### src/rtl/core/sbsm_pkg.sv
`timescale 1ns / 1ps
`default_nettype none

package sbsm_pkg;

   // work RAM, power-of-two depth; index is the low address bits
   localparam int WRAM_DEPTH = 8192;
   localparam int WRAM_AW    = $clog2(WRAM_DEPTH);

   // shared remainder unit: 5-bit bank number, 7-bit divisor
   localparam int MOD_STEPS = 5;
   localparam int MOD_DVD_W = MOD_STEPS;
   localparam int MOD_DIV_W = 7;
   localparam int MOD_CNT_W = $clog2(MOD_STEPS + 1);

   localparam logic [1:0] CSR_PRG_BANKS = 2'd0;
   localparam logic [1:0] CSR_CHR_BANKS = 2'd1;
   localparam logic [1:0] CSR_CHR_RAM   = 2'd2;
   localparam logic [1:0] CSR_CHR_LEN   = 2'd3;

   localparam logic [4:0] CTRL_RESET = 5'h0C;

   typedef enum logic [1:0] {
      FUNC_CPU_RD = 2'd0,
      FUNC_CPU_WR = 2'd1,
      FUNC_VID_RD = 2'd2,
      FUNC_VID_WR = 2'd3
   } func_type;

   typedef enum logic [1:0] {
      ACT_NONE   = 2'd0,
      ACT_PRG_RD = 2'd1,
      ACT_CHR_RD = 2'd2,
      ACT_CHR_WR = 2'd3
   } act_type;

   typedef enum logic [1:0] {
      ST_CLEAR,
      ST_IDLE,
      ST_DIV,
      ST_DONE
   } state_type;

   typedef struct packed {
      logic                 start;
      logic [MOD_DVD_W-1:0] dividend;
      logic [MOD_DIV_W-1:0] divisor;
   } mod_req_type;

   typedef struct packed {
      logic                 busy;
      logic [MOD_DVD_W-1:0] remainder;
   } mod_rsp_type;

endpackage

`default_nettype wire

### src/rtl/core/sbsm_mod_unit.sv
`timescale 1ns / 1ps
`default_nettype none

// restoring remainder, one dividend bit per cycle
module sbsm_mod_unit (
   input  wire logic                clock,
   input  wire logic                reset,
   input  wire sbsm_pkg::mod_req_type mod_req,
   output sbsm_pkg::mod_rsp_type    mod_rsp
);

   logic                           busy_ff, busy_in;
   logic [sbsm_pkg::MOD_CNT_W-1:0] cnt_ff, cnt_in;
   logic [sbsm_pkg::MOD_DVD_W-1:0] dvd_ff, dvd_in;
   logic [sbsm_pkg::MOD_DIV_W-1:0] div_ff, div_in;
   logic [sbsm_pkg::MOD_DIV_W-1:0] rem_ff, rem_in;
   logic [sbsm_pkg::MOD_DIV_W-1:0] trial;

   always_comb begin
      trial   = {rem_ff[sbsm_pkg::MOD_DIV_W-2:0], dvd_ff[sbsm_pkg::MOD_DVD_W-1]};
      busy_in = busy_ff;
      cnt_in  = cnt_ff;
      dvd_in  = dvd_ff;
      div_in  = div_ff;
      rem_in  = rem_ff;
      if (mod_req.start) begin
         busy_in = 1'b1;
         cnt_in  = sbsm_pkg::MOD_CNT_W'(sbsm_pkg::MOD_STEPS);
         dvd_in  = mod_req.dividend;
         div_in  = mod_req.divisor;
         rem_in  = '0;
      end else if (busy_ff) begin
         rem_in  = (trial >= div_ff) ? trial - div_ff : trial;
         dvd_in  = {dvd_ff[sbsm_pkg::MOD_DVD_W-2:0], 1'b0};
         cnt_in  = cnt_ff - 1'b1;
         busy_in = (cnt_ff != sbsm_pkg::MOD_CNT_W'(1));
      end
   end

   always_ff @(posedge clock) begin
      if (reset) begin
         busy_ff <= 1'b0;
         cnt_ff  <= '0;
      end else begin
         busy_ff <= busy_in;
         cnt_ff  <= cnt_in;
      end
   end

   always_ff @(posedge clock) begin
      dvd_ff <= dvd_in;
      div_ff <= div_in;
      rem_ff <= rem_in;
   end

   // dividend is at most 5 bits, so the remainder fits in 5 bits
   assign mod_rsp = {busy_ff, rem_ff[sbsm_pkg::MOD_DVD_W-1:0]};

endmodule

`default_nettype wire

### config.mk
export PLATFORM = sky130hd
export DESIGN_NAME = sbsm_mod_unit
export DESIGN_NICKNAME = d
export VERILOG_FILES = /design/src/rtl/core/sbsm_pkg.sv /design/src/rtl/core/sbsm_mod_unit.sv
export SDC_FILE = /design/constraint.sdc
export NUM_CORES = 1
export LEC_CHECK = 0
export ABC_AREA = 0
export BUFFER_PORTS_ARGS = -buffer_cell sky130_fd_sc_hd__buf_2
export CAP_MARGIN = 20
export CORE_MARGIN = 8
export CORE_UTILIZATION = 55
export DETAILED_ROUTE_END_ITERATION = 6
export GPL_ROUTABILITY_DRIVEN = 0
export PLACE_DENSITY = 0.89
export SLEW_MARGIN = 20
export SYNTH_ARGS = -nofsm -noshare
export SYNTH_HDL_FRONTEND = slang
export SYNTH_SLANG_ARGS = --single-unit
export TNS_END_PERCENT = 10
### constraint.sdc
create_clock -name clock -period 2.5 [get_ports clock]
set_input_delay 0.25 -clock clock [delete_from_list [all_inputs] [get_ports clock]]
set_output_delay 0.25 -clock clock [all_outputs]
set_load 0.02 [all_outputs]
; After elaboration in Yosys (flattened, before gate mapping)
; Cells that the tools add are included.
[classes]
n_addsub = 2
order_cmp = 1
n_eq_ne = 1
n_mux = 7
reduce_logical = 2
[op_table]
columns = operator, count
row1 = 5-bit two-way mux, 2
row2 = 7-bit >= comparator, 1
row3 = 3-bit two-way mux, 2
row4 = 6-bit two-way mux, 1
row5 = 6-bit subtractor, 1
row6 = 3-bit by 1-bit != test with 1-bit output (second input constant), 1
row7 = 3-bit by 1-bit subtractor with 3-bit output (second input constant), 1
row8 = 1-bit two-way mux, 2
row9 = 2-bit nonzero test, 1
row10 = 2-bit OR reduction, 1
[totals]
reg_bits = 22
inputBits = 15
output_inout_bits = 6
elab_cells = 19

; Logic depth before layout (Yosys ltp)
; Gate-level depths: netlist of run 1.
[depth]
ltp_word = 3
ltp_mapped = 8
mapped_depth_nobuf = 8

; Worst setup path after synthesis of run 1
; Ideal clock, no wire load.
[synth_timing]
kind = register to register
startpoint = register rem_ff[1] in the netlist's numbering
endpoint = register rem_ff[5] in the netlist's numbering
setup_time_ns = 0.088
arrival_ns = 1.698
required_time_ns = 2.412
setup_slack_ns = 0.714
stages_incl_launch_ff = 7
n_path_buf = 0
synth_period_minus_slack_ns = 1.786
cell_sequence = dfxtp_1 > ha_1 > o21ai_1 > a21oi_1 > or4b_1 > a41o_1 > a311oi_2
[synth_between]
elab_chain_cells = 2
word_cells_on_any_way = 3
cone_classes = add/sub (1) / order compare (1) / mux (1)
[synth_rtl]
columns = element, line_no
row1 = start: declaration, sbsm_mod_unit.sv:16  ; logic [sbsm_pkg::MOD_DIV_W-1:0] rem_ff, rem_in;
row2 = start signal: assignment, sbsm_mod_unit.sv:53  ; rem_ff <= rem_in;
row3 = 6-bit subtractor or 7-bit >= comparator (tied branches), sbsm_mod_unit.sv:33  ; rem_in = (trial >= div_ff) ? trial - div_ff : trial;
row4 = 6-bit two-way mux (*), sbsm_mod_unit.sv:33
; Every way passes the cells marked *; elsewhere a longest branch is shown, timed or not.
; A chain may end at the register's enable or synchronous reset.

; Final worst setup path of run 1
; Same ends and word-level chain as after synthesis.

==> results.yml, run 1 <==
clock_tree:
  ctsHoldBuffers: 0
  htreeDepth: 1
  cts_tree: "built"
  clock-root-buffer: "clkbuf_4"
  cts_setup_buffers: 0
  postCtsResizedCells: 0
  cts.clk_slew.worst_paths_ps: 120
  clock-sinks: 22
  worstSkewPairLatency_ps: 310
  clock_path_buffers: 2
  cts_buffers: 3
global_route:
  grt_pass1_wl_um: 3960
  antenna_found_initial: 0
  grt_overflow: 0
  grt_util_all_layers_pct: 11.9
  grt_pass1_vias: 948
  grt_max_degree: 28
critical_path:
  critical_path_class: "register to register"
  r2r_start: "rem_ff[1]"
  reg2reg_slack_ps: 560
  cp_max_fo: 6
  setup.worst_path.start_class: "register"
  cp.arrival_ps: 2180
  cp-end-kind: "register"
  worstPathRequired_ps: 2740
  worst_r2r_endpoint: "rem_ff[5]"
  ff2ff_path_depth: 6
synth:
  synthCells: 122
  synth_nets: 148
  yosys.area.top_type: "edfxtp_1"
  ys_types: 29
  ys_ff_latch: 22
  synth_area_leaders: "edfxtp_1, dfxtp_1, ha_1"
  synth_top_area_share_pct: 28.6
  ys_seq_area_share_pct: 44.5
  synthesis.area_mm2: 0.00126
  ys_warn_count: 0
  avgSynthCellArea_um2: 10.3
die:
  die_w_um: 63.8
  ios: 21
  design.core.area_mm2: 0.00219
  num_rows: 17
  start_util_pct: 57.5
  die_area_mm2: 0.00408
  die_h_um: 63.8
worst_hold_path:
  hold-path-cell-count: 1
  worstHoldStart: "mod_req[2]"
  min_path_type: "input port to register"
  whs_endpoint: "div_ff[2]"
route:
  wl_um: 2350
  first_pass_iters: 4
  drtAntennaViolNets: 0
  drt_iter0_drc: 23
  wl_per_cell_um: 14.3
  top_layer_used: "met4"
  route.met2.wl_um: 1220
  vias: 887
  viasPerCell: 5.41
  drc: 0
  dr_wl_met3_um: 117
  drt-met1-wl_um: 950
timing:
  finalSetupViolCount: 0
  slew_headroom_pct: 54.4
  fmax_mhz: 515
  finalClockSkew_ps: 9.89
  slew_violations: 0
  worstMarginPinSlew_ps: 683
  min_period_ps: 1940
  fin_tns_setup_ps: 0
  timing.final.crit_share_pct: 77.7
  hold_viol: 0
  rsz0062_at_grt: "no"
layout:
  fin_nets: 163
  diodes: 0
  mostFrequentLayoutCells: "buf_2, nor2_1, edfxtp_1"
  layout_commonest_cell: "buf_2"
  final.fill_count: 172
  utilization_pct: 63.0
  final_area_mm2: 0.00138
  area_growth_pct: 9.74
  layout-drive-gt1-share_pct: 23.5
placement:
  post_dp_cell_area_mm2: 0.00133
  portBuffers: 20
  dp_hpwl_um: 1760
pwr:
  swShare_pct: 28.3
  p_int_mw: 0.628
  share_seq_of_total_power_pct: 50.3
  powerDensity_mw_per_mm2: 634
  p_clk_share_pct: 26.2
  p_switching_mw: 0.248
  power_mw: 0.876
  pwr-share-comb_pct: 23.5
  p_leak_nw: 0.604
  ir_drop_mv: 0.402
run:
  cap_violations: 0
run_status:
  status: "finished clean"
-- per-stage QoR --
step,hold slack [ps],cells,setup slack [ps]
final,110,164,557
after global routing,98.7,164,437
after CTS,105,164,550
after detailed placement,428,160,582
after global placement,427,160,640
after floorplan,322,122,714
-- flip-flops by register name (all words and copies together), names as in the netlist --
register	count
div_ff	7
rem_ff	6
dvd_ff	5
cnt_ff	3
busy_ff	1
-- cells by family after synthesis --
kind of cell / Yosys count / synth area share, %
compound gates: 20 / 11.5
xor+xnor: 5 / 3.48
fa+ha+maj: 11 / 11.5
buf+inv: 21 / 8.05
flops: 22 / 44.5
mux: 7 / 5.96
simple gates: 36 / 14.9
-- cell type report --
cell class | instances | area (µm²) | share of cell area, %
inverter | 11 | 41.3 | 2.99
clock buffer | 4 | 47.5 | 3.44
tap | 28 | 35.0 | 2.54
multi-input combinational | 79 | 597 | 43.2
timing repair buffer | 20 | 100 | 7.25
sequential | 22 | 561 | 40.6
-- how the worst max path moves through the flow --
stage,from,endpoint,slack (ps),cells after the start
2_1_floorplan,rem_ff[1],rem_ff[5],710,6
3_3_place_gp,rem_ff[1],rem_ff[5],640,6
3_5_place_dp,rem_ff[1],rem_ff[5],580,6
4_1_cts,rem_ff[1],rem_ff[5],550,6
5_1_grt,rem_ff[1],rem_ff[1],440,6
6_report,rem_ff[1],rem_ff[5],560,6
-- layer usage --
metal | vias to the layer above | track usage (%)
li1 | 449 | -
met1 | 411 | 12.0
met2 | 20 | 21.3
met3 | 7 | 3.83
met4 | 0 | 5.85
met5 | - | 0
-- power by group through the flow --
stage	sequential [mW]	combinational, mW	clock, mW
3_5_place_dp	0.449	0.203	0
4_1_cts	0.441	0.206	0.235
5_1_grt	0.445	0.230	0.245
6_report	0.441	0.206	0.229
2_1_floorplan	0.437	0.170	0
3_3_place_gp	0.447	0.190	0
-- critical path: stages, from the launching register on --
cell and delay, ps:
dfxtp_1 370, ha_1 390, o21ai_1 150, a21oi_1 70, or4b_1 470, a41o_1 200, a311oi_2 220
-- cell usage after synthesis, drive strengths merged --
| cell type | count |
|---|---|
| nor2 | 17 |
| edfxtp | 12 |
| inv | 11 |
| dfxtp | 10 |
| ha | 10 |
| a21oi | 9 |
| buf | 6 |
| nand2 | 6 |
| clkbuf | 4 |
| mux2 | 4 |
| nand2b | 4 |
| a211oi | 3 |
| mux2i | 3 |
| o21ai | 3 |
| or4b | 3 |
| xor2 | 3 |
| nand4b | 2 |
| o311ai | 2 |
| xnor2 | 2 |
| a2111oi | 1 |
| a311oi | 1 |
| a41o | 1 |
| and2 | 1 |
| fa | 1 |
| nand3b | 1 |
| nor2b | 1 |
| or2 | 1 |
(Power assumes the default switching activity.)
==> run 2: changes to the inputs <==
--- a/config.mk
+++ b/config.mk
@@ -9,10 +9,10 @@
 export BUFFER_PORTS_ARGS = -buffer_cell sky130_fd_sc_hd__buf_2
 export CAP_MARGIN = 20
 export CORE_MARGIN = 8
-export CORE_UTILIZATION = 55
+export CORE_UTILIZATION = 49
 export DETAILED_ROUTE_END_ITERATION = 6
 export GPL_ROUTABILITY_DRIVEN = 0
-export PLACE_DENSITY = 0.89
+export PLACE_DENSITY = 0.85
 export SLEW_MARGIN = 20
 export SYNTH_ARGS = -nofsm -noshare
 export SYNTH_HDL_FRONTEND = slang
==> constraint.sdc (replaced) <==
create_clock -name clock -period 1.6 [get_ports clock]
set_input_delay 0.16 -clock clock [delete_from_list [all_inputs] [get_ports clock]]
set_output_delay 0.16 -clock clock [all_outputs]
set_load 0.02 [all_outputs]
==> results.yml, run 2 (synthesis results as in run 1) <==
run_status:
  status: "complete, but fails checks"
  violations: "setup timing"
route:
  first_pass_iters: 4
  drtAntennaViolNets: 0
  wl_um: 2580
  drt_iter0_drc: 30
  wl_per_cell_um: 14.0
  drc: 0
  viasPerCell: 5.18
  vias: 954
critical_path:
  path_cells: "inv_1, ha_1, nand2b_1, a21oi_1, or4b_1, a41o_1, a311oi_2"
  worstPathRequired_ps: 1830
  cp_slowest_cell: "or4b_1"
  crit_path_start: "div_ff[1]"
  worst_r2r_endpoint: "rem_ff[5]"
  slowest_delay_ps: 470
  cp.arrival_ps: 2120
  path_delay_family: "simple AND/OR/NAND/NOR gates"
  cp_max_fo: 2
  endpoint: "rem_ff[5]"
  critical_path_class: "register to register"
  timing.critical_path.buf_inv: 1
  r2r_start: "div_ff[1]"
  setup.worst_path.start_class: "register"
  ff2ff_path_depth: 7
  cp-end-kind: "register"
  cp_num_cells: 7
  reg2reg_slack_ps: -290
die:
  start_util_pct: 51.3
  design.core.area_mm2: 0.00245
  die_h_um: 66.7
  die_area_mm2: 0.00445
  ios: 21
  num_rows: 18
  die_w_um: 66.7
placement:
  dp_hpwl_um: 1950
  post-place-ws_ps: -268
  post_dp_cell_area_mm2: 0.00147
  portBuffers: 20
run:
  cap_violations: 0
pwr:
  powerDensity_mw_per_mm2: 890
  pwr-share-comb_pct: 31.1
  share_seq_of_total_power_pct: 49.5
  p_clk_share_pct: 19.4
  ir_drop_mv: 0.789
  p_int_mw: 0.953
  swShare_pct: 30.3
  p_switching_mw: 0.414
  p_leak_nw: 0.682
  power_mw: 1.37
layout:
  mostFrequentLayoutCells: "buf_2, buf_4, nor2_1"
  reg_top3: "div_ff (7), rem_ff (6), dvd_ff (5)"
  final_area_mm2: 0.00154
  regMostFlops: "div_ff"
  diodes: 0
  fin_nets: 181
  final.fill_count: 187
  layout_commonest_cell: "buf_2"
  area_growth_pct: 22.1
  utilization_pct: 62.6
  layout-drive-gt1-share_pct: 37.0
  largest_reg_flops: 7
global_route:
  grt_overflow: 0
  grt_util_all_layers_pct: 12.4
  antenna_found_initial: 0
  grt_pass1_vias: 1002
  grt_max_degree: 19
  grt_pass1_wl_um: 4360
clock_tree:
  clock-sinks: 22
  worstSkewPairLatency_ps: 310
  cts_buffers: 3
  cts.clk_slew.worst_paths_ps: 120
  htreeDepth: 1
  clock-root-buffer: "clkbuf_4"
  clock_path_buffers: 2
  cts_tree: "built"
timing:
  min_period_ps: 1890
  setup_ws_ps: -290
  slew_violations: 0
  worstMarginPinSlew_ps: 358
  finalClockSkew_ps: 8.26
  fmax_mhz: 529
  rsz0062_at_grt: "yes"
  hold_ws_ps: 18.9
  finalSetupViolCount: 6
  timing.final.crit_share_pct: 118
  hold_viol: 0
  slew_headroom_pct: 75.5
worst_hold_path:
  worstHoldStart: "mod_req[1]"
  min_path_type: "input port to register"
-- run 2: final cells by class --
type	count	area, µm²	share of cell area (%)
Inverter	11	41.3	2.69
Sequential cell	22	561	36.5
Tap cell	30	37.5	2.44
Clock buffer	4	26.3	1.71
Multi-Input combinational cell	79	633	41.2
Timing Repair Buffer	38	238	15.5
-- run 2: power by group through the flow --
stage	Sequential, mW	Combinational [mW]	Clock [mW]
floorplan	0.684	0.272	0
global placement	0.686	0.374	0
detailed placement	0.689	0.397	0
CTS	0.677	0.415	0.271
global route	0.682	0.466	0.292
finish	0.677	0.426	0.265
-- run 2: what timing repair did --
item / in CTS / in global routing
setup buffers: 1 / 0
gates cloned: 0 / 0
endpoints found under the hold margin: 0 / 1
gates resized for setup: 5 / 3
setup endpoints to repair: 6 / 6
hold buffers: 0 / 1
pin swaps: 2 / 2
-- run 2: how the worst min path moves through the flow --
stage / to / depth (start not counted)
3_5_place_dp: div_ff[2] / 1
5_1_grt: div_ff[5] / 1
3_3_place_gp: div_ff[5] / 1
2_1_floorplan: busy_ff / 1
4_1_cts: div_ff[2] / 1
6_report: div_ff[1] / 1
-- run 2: routing by layer --
layer | track usage, % | vias up | share of wire (%)
li1 | - | 482 | -
met1 | 12.6 | 455 | 40
met2 | 23.1 | 15 | 55
met3 | 3.02 | 2 | 3.6
met4 | 5.60 | 0 | 0.70
met5 | 0 | - | 0
-- run 2: metrics by stage --
step	setup TNS (ps)	cells
finish	-1160	184
global route	-1690	184
CTS	-1110	183
detailed placement	-1150	178
global placement	-910	178
floorplan	-483	122
